$ cat src/rtl/dnle_pkg.sv
// shared constants and types for the dns name label encoder
package dnle_pkg;

  localparam int unsigned MAX_LABEL = 63;
  localparam int unsigned CNT_W     = $clog2(MAX_LABEL + 1);
  localparam int unsigned ADDR_W    = (MAX_LABEL > 1) ? $clog2(MAX_LABEL) : 1;
  localparam int unsigned CHAR_W    = 8;

  localparam logic [CHAR_W-1:0] DOT_CHAR = 8'h2E;

  // request bundle into the label store
  typedef struct packed {
    logic              we;
    logic [ADDR_W-1:0] waddr;
    logic [CHAR_W-1:0] wdata;
    logic              re;
    logic [ADDR_W-1:0] raddr;
  } ram_req_t;

endpackage

$ cat src/rtl/dnle_chan_if.sv
// valid/ready channel interfaces for host name characters and encoded bytes
interface dnle_char_if;
  logic                        valid;
  logic                        ready;
  logic [dnle_pkg::CHAR_W-1:0] char_value;
  logic                        end_of_name;

  modport source (output valid, output char_value, output end_of_name, input ready);
  modport sink   (input valid, input char_value, input end_of_name, output ready);
endinterface

interface dnle_byte_if;
  logic                        valid;
  logic                        ready;
  logic [dnle_pkg::CHAR_W-1:0] byte_value;
  logic                        last;
  logic                        root_after;
  logic                        error;

  modport source (output valid, output byte_value, output last, output root_after,
                  output error, input ready);
  modport sink   (input valid, input byte_value, input last, input root_after,
                  input error, output ready);
endinterface

$ cat src/rtl/dnle_label_ram.sv
// label character store, one write port and one registered read port
module dnle_label_ram (
  input  logic                            clk_i,
  input  dnle_pkg::ram_req_t              req_i,
  output logic [dnle_pkg::CHAR_W-1:0]     rdata_o
);

  logic [dnle_pkg::CHAR_W-1:0] mem [0:dnle_pkg::MAX_LABEL-1];
  logic [dnle_pkg::CHAR_W-1:0] rdata_q;

  always_ff @(posedge clk_i) begin
    if (req_i.we) begin
      mem[req_i.waddr] <= req_i.wdata;
    end
  end

  // read data holds while no read is issued
  always_ff @(posedge clk_i) begin
    if (req_i.re) begin
      rdata_q <= mem[req_i.raddr];
    end
  end

  assign rdata_o = rdata_q;

endmodule

$ cat src/rtl/dns_name_label_encoder.sv
// top level: dotted host name to dns wire-format label encoder
// Characters of a host name arrive one per item; each non-dot character is
// written into a 63-entry label store and produces no output.
// A dot, or an item with end_of_name set, flushes the buffered label: the
// length byte comes first, then the stored characters in order, one byte per
// cycle while the sink takes them. A flush runs through the accepting item,
// the length byte and then each stored character, with the input closed
// from the flush until the last byte of the run is in the output register.
// The label store is read one entry ahead of the output register.
// The last byte of a run has last set, and root_after as well when the run
// came from end_of_name (the zero root byte is left to the consumer).
// Characters beyond 63 are dropped; an overlong or empty label sets error on
// every byte of its run, and an empty label is the single byte zero. Input
// stays open while a finished byte waits in the output register.
module dns_name_label_encoder (
  input  logic              clk_i,
  input  logic              rst_ni,
  dnle_char_if.sink         in_i,
  dnle_byte_if.source       out_o
);

  typedef enum logic [1:0] {
    S_IN,    // taking characters
    S_LEN,   // emitting the length byte
    S_DATA   // streaming stored characters
  } state_e;

  state_e                        state_q, state_d;
  logic [dnle_pkg::CNT_W-1:0]    count_q, count_d;     // characters buffered
  logic                          ovf_q, ovf_d;         // a character was dropped
  logic [dnle_pkg::CNT_W-1:0]    len_q, len_d;         // label length of the run
  logic                          err_q, err_d;
  logic                          eon_q, eon_d;
  logic [dnle_pkg::ADDR_W-1:0]   idx_q, idx_d;         // character being emitted

  // output register
  logic                          oval_q, oval_d;
  logic [dnle_pkg::CHAR_W-1:0]   obyte_q, obyte_d;
  logic                          olast_q, olast_d;
  logic                          oroot_q, oroot_d;
  logic                          oerr_q, oerr_d;

  dnle_pkg::ram_req_t            ram_req;
  logic [dnle_pkg::CHAR_W-1:0]   ram_rdata;

  logic in_acc;
  logic is_flush;
  logic out_free;
  logic data_last;

  dnle_label_ram u_ram (
    .clk_i   (clk_i),
    .req_i   (ram_req),
    .rdata_o (ram_rdata)
  );

  assign in_i.ready = (state_q == S_IN);
  assign in_acc     = in_i.valid && in_i.ready;
  assign is_flush   = in_i.end_of_name || (in_i.char_value == dnle_pkg::DOT_CHAR);
  // output register can take a new byte this cycle
  assign out_free   = !oval_q || out_o.ready;
  assign data_last  = (dnle_pkg::CNT_W'(idx_q) == (len_q - dnle_pkg::CNT_W'(1)));

  always_comb begin
    state_d = state_q;
    count_d = count_q;
    ovf_d   = ovf_q;
    len_d   = len_q;
    err_d   = err_q;
    eon_d   = eon_q;
    idx_d   = idx_q;
    oval_d  = oval_q;
    obyte_d = obyte_q;
    olast_d = olast_q;
    oroot_d = oroot_q;
    oerr_d  = oerr_q;

    ram_req.we    = 1'b0;
    ram_req.waddr = count_q[dnle_pkg::ADDR_W-1:0];
    ram_req.wdata = in_i.char_value;
    ram_req.re    = 1'b0;
    ram_req.raddr = '0;

    if (oval_q && out_o.ready) begin
      oval_d = 1'b0;
    end

    case (state_q)
      S_IN: begin
        if (in_acc) begin
          if (!is_flush) begin
            if (count_q < dnle_pkg::CNT_W'(dnle_pkg::MAX_LABEL)) begin
              ram_req.we = 1'b1;
              count_d    = count_q + dnle_pkg::CNT_W'(1);
            end else begin
              ovf_d = 1'b1;
            end
          end else begin
            // snapshot the label, clear the buffer bookkeeping
            len_d   = count_q;
            err_d   = (count_q == '0) || ovf_q;
            eon_d   = in_i.end_of_name;
            count_d = '0;
            ovf_d   = 1'b0;
            state_d = S_LEN;
          end
        end
      end
      S_LEN: begin
        if (out_free) begin
          oval_d  = 1'b1;
          obyte_d = dnle_pkg::CHAR_W'(len_q);
          olast_d = (len_q == '0);
          oroot_d = (len_q == '0) && eon_q;
          oerr_d  = err_q;
          if (len_q == '0) begin
            state_d = S_IN;
          end else begin
            // fetch the first character ahead of its slot
            ram_req.re    = 1'b1;
            ram_req.raddr = '0;
            idx_d         = '0;
            state_d       = S_DATA;
          end
        end
      end
      S_DATA: begin
        if (out_free) begin
          oval_d  = 1'b1;
          obyte_d = ram_rdata;
          olast_d = data_last;
          oroot_d = data_last && eon_q;
          oerr_d  = err_q;
          if (data_last) begin
            state_d = S_IN;
          end else begin
            ram_req.re    = 1'b1;
            ram_req.raddr = idx_q + dnle_pkg::ADDR_W'(1);
            idx_d         = idx_q + dnle_pkg::ADDR_W'(1);
          end
        end
      end
      default: begin
        state_d = S_IN;
      end
    endcase
  end

  always_ff @(posedge clk_i or negedge rst_ni) begin
    if (!rst_ni) begin
      state_q <= S_IN;
      count_q <= '0;
      ovf_q   <= 1'b0;
      len_q   <= '0;
      err_q   <= 1'b0;
      eon_q   <= 1'b0;
      idx_q   <= '0;
      oval_q  <= 1'b0;
      obyte_q <= '0;
      olast_q <= 1'b0;
      oroot_q <= 1'b0;
      oerr_q  <= 1'b0;
    end else begin
      state_q <= state_d;
      count_q <= count_d;
      ovf_q   <= ovf_d;
      len_q   <= len_d;
      err_q   <= err_d;
      eon_q   <= eon_d;
      idx_q   <= idx_d;
      oval_q  <= oval_d;
      obyte_q <= obyte_d;
      olast_q <= olast_d;
      oroot_q <= oroot_d;
      oerr_q  <= oerr_d;
    end
  end

  assign out_o.valid      = oval_q;
  assign out_o.byte_value = obyte_q;
  assign out_o.last       = olast_q;
  assign out_o.root_after = oroot_q;
  assign out_o.error      = oerr_q;

endmodule

$ cat src/flat_wrapper.sv
// flat-port wrapper written by rule: the top's interface ports become plain ports
module dns_name_label_encoder_flat 
  (clk_i, rst_ni, in_i_valid, in_i_char_value, in_i_end_of_name, in_i_ready, out_o_valid, out_o_byte_value, out_o_last, out_o_root_after, out_o_error, out_o_ready);
  dnle_char_if in_i_i ();
  dnle_byte_if out_o_i ();
  input  logic clk_i;
  input  logic rst_ni;
  input wire logic [$bits(in_i_i.valid)-1:0] in_i_valid;
  input wire logic [$bits(in_i_i.char_value)-1:0] in_i_char_value;
  input wire logic [$bits(in_i_i.end_of_name)-1:0] in_i_end_of_name;
  output wire logic [$bits(in_i_i.ready)-1:0] in_i_ready;
  output wire logic [$bits(out_o_i.valid)-1:0] out_o_valid;
  output wire logic [$bits(out_o_i.byte_value)-1:0] out_o_byte_value;
  output wire logic [$bits(out_o_i.last)-1:0] out_o_last;
  output wire logic [$bits(out_o_i.root_after)-1:0] out_o_root_after;
  output wire logic [$bits(out_o_i.error)-1:0] out_o_error;
  input wire logic [$bits(out_o_i.ready)-1:0] out_o_ready;
  assign in_i_i.valid = in_i_valid;
  assign in_i_i.char_value = in_i_char_value;
  assign in_i_i.end_of_name = in_i_end_of_name;
  assign in_i_ready = in_i_i.ready;
  assign out_o_valid = out_o_i.valid;
  assign out_o_byte_value = out_o_i.byte_value;
  assign out_o_last = out_o_i.last;
  assign out_o_root_after = out_o_i.root_after;
  assign out_o_error = out_o_i.error;
  assign out_o_i.ready = out_o_ready;
  dns_name_label_encoder u_core (.clk_i(clk_i), .rst_ni(rst_ni), .in_i(in_i_i), .out_o(out_o_i));
endmodule
$ cat config.mk
export PLATFORM = sky130hd
export DESIGN_NAME = dns_name_label_encoder_flat
export DESIGN_NICKNAME = d
export VERILOG_FILES = /design/src/rtl/dnle_pkg.sv /design/src/rtl/dnle_chan_if.sv /design/src/rtl/dnle_label_ram.sv /design/src/rtl/dns_name_label_encoder.sv /design/src/flat_wrapper.sv
export SDC_FILE = /design/constraint.sdc
export NUM_CORES = 1
export LEC_CHECK = 0
export BUFFER_PORTS_ARGS = -buffer_cell sky130_fd_sc_hd__buf_2
export CORE_ASPECT_RATIO = 0.6
export CORE_MARGIN = 2
export CORE_UTILIZATION = 45
export CTS_BUF_LIST = sky130_fd_sc_hd__clkbuf_8
export DETAILED_ROUTE_END_ITERATION = 6
export SYNTH_ARGS = -nofsm -noshare
export SYNTH_HDL_FRONTEND = slang
export SYNTH_HIERARCHICAL = 1
export SYNTH_SLANG_ARGS = --single-unit
$ cat constraint.sdc
create_clock -name clk_i -period 5.73 [get_ports clk_i]
set_input_delay 0.8595 -clock clk_i [delete_from_list [all_inputs] [get_ports clk_i]]
set_output_delay 0.8595 -clock clk_i [all_outputs]
set_load 0.02 [all_outputs]
==> results.yml <==
status:
  status: "complete, no violations"
sta:
  finalClockSkew_ns: 0.0223
  drv_slew: 0
  fmax_mhz: 242
  period_share_pct: 72.0
  hold_viol: 0
  fin_crit_ns: 4.12
  setup_viol: 0
  rsz0062_at_grt: "no"
  fin_tns_setup_ns: 0
  slew_headroom_pct: 23.2
  worst_slew_pin_slew_ns: 1.15
place:
  dpl.cell_count: 1793
  portBuffers: 25
  gp_congestion: 0.803
  place_hpwl_um: 33100
clock_network:
  cts_max_level: 3
  cts_buffers: 76
  clock_latency_ns: 0.63
  cts.sinks: 547
  root_buffer: "clkbuf_8"
  cts_max_path_buffers: 3
  clk_pin_slew_ns: 0.07
  cts_tree: "built"
  cts_setup_buffers: 0
  ctsResizeCount: 0
  cts_hold_buf: 0
floorplan:
  die-area_um2: 50500
  fp.dieH_um: 175
  num_rows: 62
  core_area_um2: 47900
  io_pins: 26
  die_w_um: 289
  start_util_pct: 45.6
logic_synthesis:
  synth_mux_area_share_pct: 14.1
  yosysTopAreaCell: "edfxtp_1"
  synth_top_family_by_area: "multiplexers"
  synthXorXnorAreaFrac_pct: 0.475
  synth_edf_count: 512
  netlist_area_um2: 21900
  synth_compound_gate_area_share_pct: 3.99
  yosysTopAreaCellShare_pct: 70.3
  synthFlopType: "edfxtp_1"
  synth_nets: 1179
  netlist_top_cells_area: "edfxtp_1 70%, mux4_2 12%, dfrtp_1 4.0%, mux2i_1 1.5%, nor2_1 1.4%"
  avgSynthCellArea_um2: 18.9
  syn_inst: 1158
  async_reset_ff_share_pct: 6.40
  ys_seq_area_share_pct: 74.3
  yosys_warnings: 6
  yosys.area_share.adder_pct: 0.457
  synth_cell_type_count: 63
  synth_simple_gate_area_share_pct: 5.07
  ys_ff_latch: 547
cells_and_area:
  antenna_cells: 0
  final_common_cell: "edfxtp_1"
  fin_nets: 1252
  n_fill_cell: 3879
  instances_no_fill: 1930
  syn2layout_area_growth_pct: 10.3
  final_cell_mix: "512 x edfxtp_1, 115 x mux4_2, 80 x nor2_1, 79 x clkbuf_8, 58 x nand2_1"
  drive_gt1_share_pct: 22.5
grt:
  top_usage_layer: "met1"
  grt_pass1_vias: 11084
  grt_max_degree: 72
  grt_pass1_wl_um: 77900
  antenna_found_initial: 1
  grt_usage_pct: 21.7
  met3_usage_pct: 7.28
  use_met2_pct: 26.7
  grt.overflow.total: 0
  use_met1_pct: 36.3
setup_path:
  critPathMaxStageDelay_ns: 0.95
  cp_data_required_time_ns: 6.09
  rr_endpoint: "u_core/u_ram/rdata_o[6]"
  path_max_fanout: 31
  crit_buf_inv: 1
  critPathLaunchType: "flop"
  end_kind: "flop"
  r2r_slack_ns: 1.61
  crit_chain: "nor3_1, nand3_1, xnor2_2, o31ai_4, nor3_2, buf_12, or3b_2, o22ai_1, nor2_1, nand3_1, o311ai_1"
  arrival_ns: 4.48
  r2r-start: "u_core/len_q[2]"
  critical_path.top_delay_family: "simple AND/OR/NAND/NOR gates"
  ff2ff_path_depth: 11
  crit_slowest_cell: "nor3_2"
  crit_type: "flop to flop"
  cpMostUsedCell: "nand3_1"
power:
  leakage_nw: 7.52
  power.density_nw_per_um2: 347
  ir_worst_vdd_uv: 176
  p_total_mw: 8.39
drt:
  drt-initial-drc-count: 1395
  via_count: 11472
  routed_via_density: 5.94
  drc: 0
  ant_nets: 0
  drtPass1Iterations: 5
  wire_per_inst_um: 27.7
  drt-total-wl_um: 53500
worst_hold_path:
  hp-class: "primary input to async pin"
job:
  maxCapViolCount: 0
==> power by group <==
group	switching, mW	internal (mW)	total [mW]
registers	0.0769	4.48	4.55
logic	0.682	0.397	1.08
clock network	1.43	1.32	2.75
total	2.19	6.20	8.39
==> cell type report <==
cell class	count	area, um^2	area share (%)
clock inverters	58	256	1.06
repair buffers	55	413	1.71
inverters	12	45.0	0.187
clock buffers	79	1090	4.50
well taps	640	801	3.32
flip-flops and latches	547	16300	67.3
multi-input cells	539	5290	21.9
==> Yosys cell counts, types with 4 or more instances <==
cell type / n
xnor2_1: 4
nor3_1: 11
clkbuf_1: 35
mux4_2: 115
edfxtp_1: 512
o22ai_1: 5
and2_1: 4
xor2_1: 6
nor2b_1: 16
nand2_1: 58
o311ai_1: 4
a21oi_1: 13
mux2i_1: 33
o21ai_0: 30
o21ai_1: 7
a22o_1: 12
o221a_2: 4
ha_1: 8
mux2_2: 11
buf_2: 10
nand2b_1: 6
or3_1: 5
dfrtp_1: 35
a221oi_1: 5
inv_1: 12
buf_4: 6
o211ai_1: 8
a31oi_1: 6
a22oi_1: 14
buf_6: 7
nand3b_1: 7
nor2_1: 81
nand3_1: 26
==> cells by family (layout without fill, tap and decap cells) <==
logic type,count (synthesis),after routing
flops,547,547
simple gates,234,234
mux,161,161
compound gates,125,125
buf+inv,72,204
xor+xnor,11,11
fa+ha+maj,8,8
==> sequential cells by signal (all words and copies together), names as in the netlist <==
name and flops:
u_core/out_o.last 1, u_core/ovf_q 1, u_core/idx_q 6, u_core/count_q 6
u_core/u_ram/mem 504, u_core/out_o.root_after 1, u_core/out_o.error 1, u_core/len_q 6
u_core/out_o.byte_value 8, u_core/err_q 1, u_core/u_ram/rdata_o 8, u_core/out_o.valid 1
u_core/eon_q 1, u_core/state_q 2
==> worst register-to-register path: stages (launching register included) <==
cell and delay, ns:
dfrtp_1 0.45, nor3_1 0.31, nand3_1 0.16, xnor2_2 0.29
o31ai_4 0.16, nor3_2 0.95, buf_12 0.30, or3b_2 0.49
o22ai_1 0.39, nor2_1 0.10, nand3_1 0.14, o311ai_1 0.11
==> how the worst max path moves through the flow <==
| stage | start | slack, ns | to | cells after the start |
|---|---|---|---|---|
| after floorplan | in_i_char_value[5] | 2.34 | u_core/u_ram/mem[34][0] | 8 |
| after global placement | in_i_char_value[5] | 1.45 | u_core/u_ram/mem[35][2] | 9 |
| after detailed placement | in_i_char_value[5] | 1.38 | u_core/u_ram/mem[8][0] | 9 |
| after CTS | u_core/len_q[2] | 1.65 | u_core/u_ram/rdata_o[4] | 11 |
| after global routing | u_core/len_q[2] | 1.30 | u_core/u_ram/rdata_o[4] | 11 |
| final | u_core/len_q[2] | 1.61 | u_core/u_ram/rdata_o[6] | 11 |
==> through the flow <==
| stage | area [um^2] | worst slack [ns] | util (%) | hold slack (ns) |
|---|---|---|---|---|
| floorplan | 21900 | 2.34 | - | 0.463 |
| global placement | 22800 | 1.45 | 47.6 | 0.457 |
| detailed placement | 22800 | 1.38 | 47.6 | 0.471 |
| CTS | 24100 | 1.65 | 50.4 | 0.304 |
| global route | 24100 | 1.30 | 50.4 | 0.347 |
| finish | 24100 | 1.61 | 50.4 | 0.313 |
==> per-layer routing <==
| layer | vias up | wire length (um) |
|---|---|---|
| met5 | - | 0 |
| met4 | 0 | 732 |
| met3 | 64 | 6200 |
| met2 | 611 | 20700 |
| met1 | 5955 | 25800 |
| li1 | 4842 | - |
(Power assumes the default switching activity.)
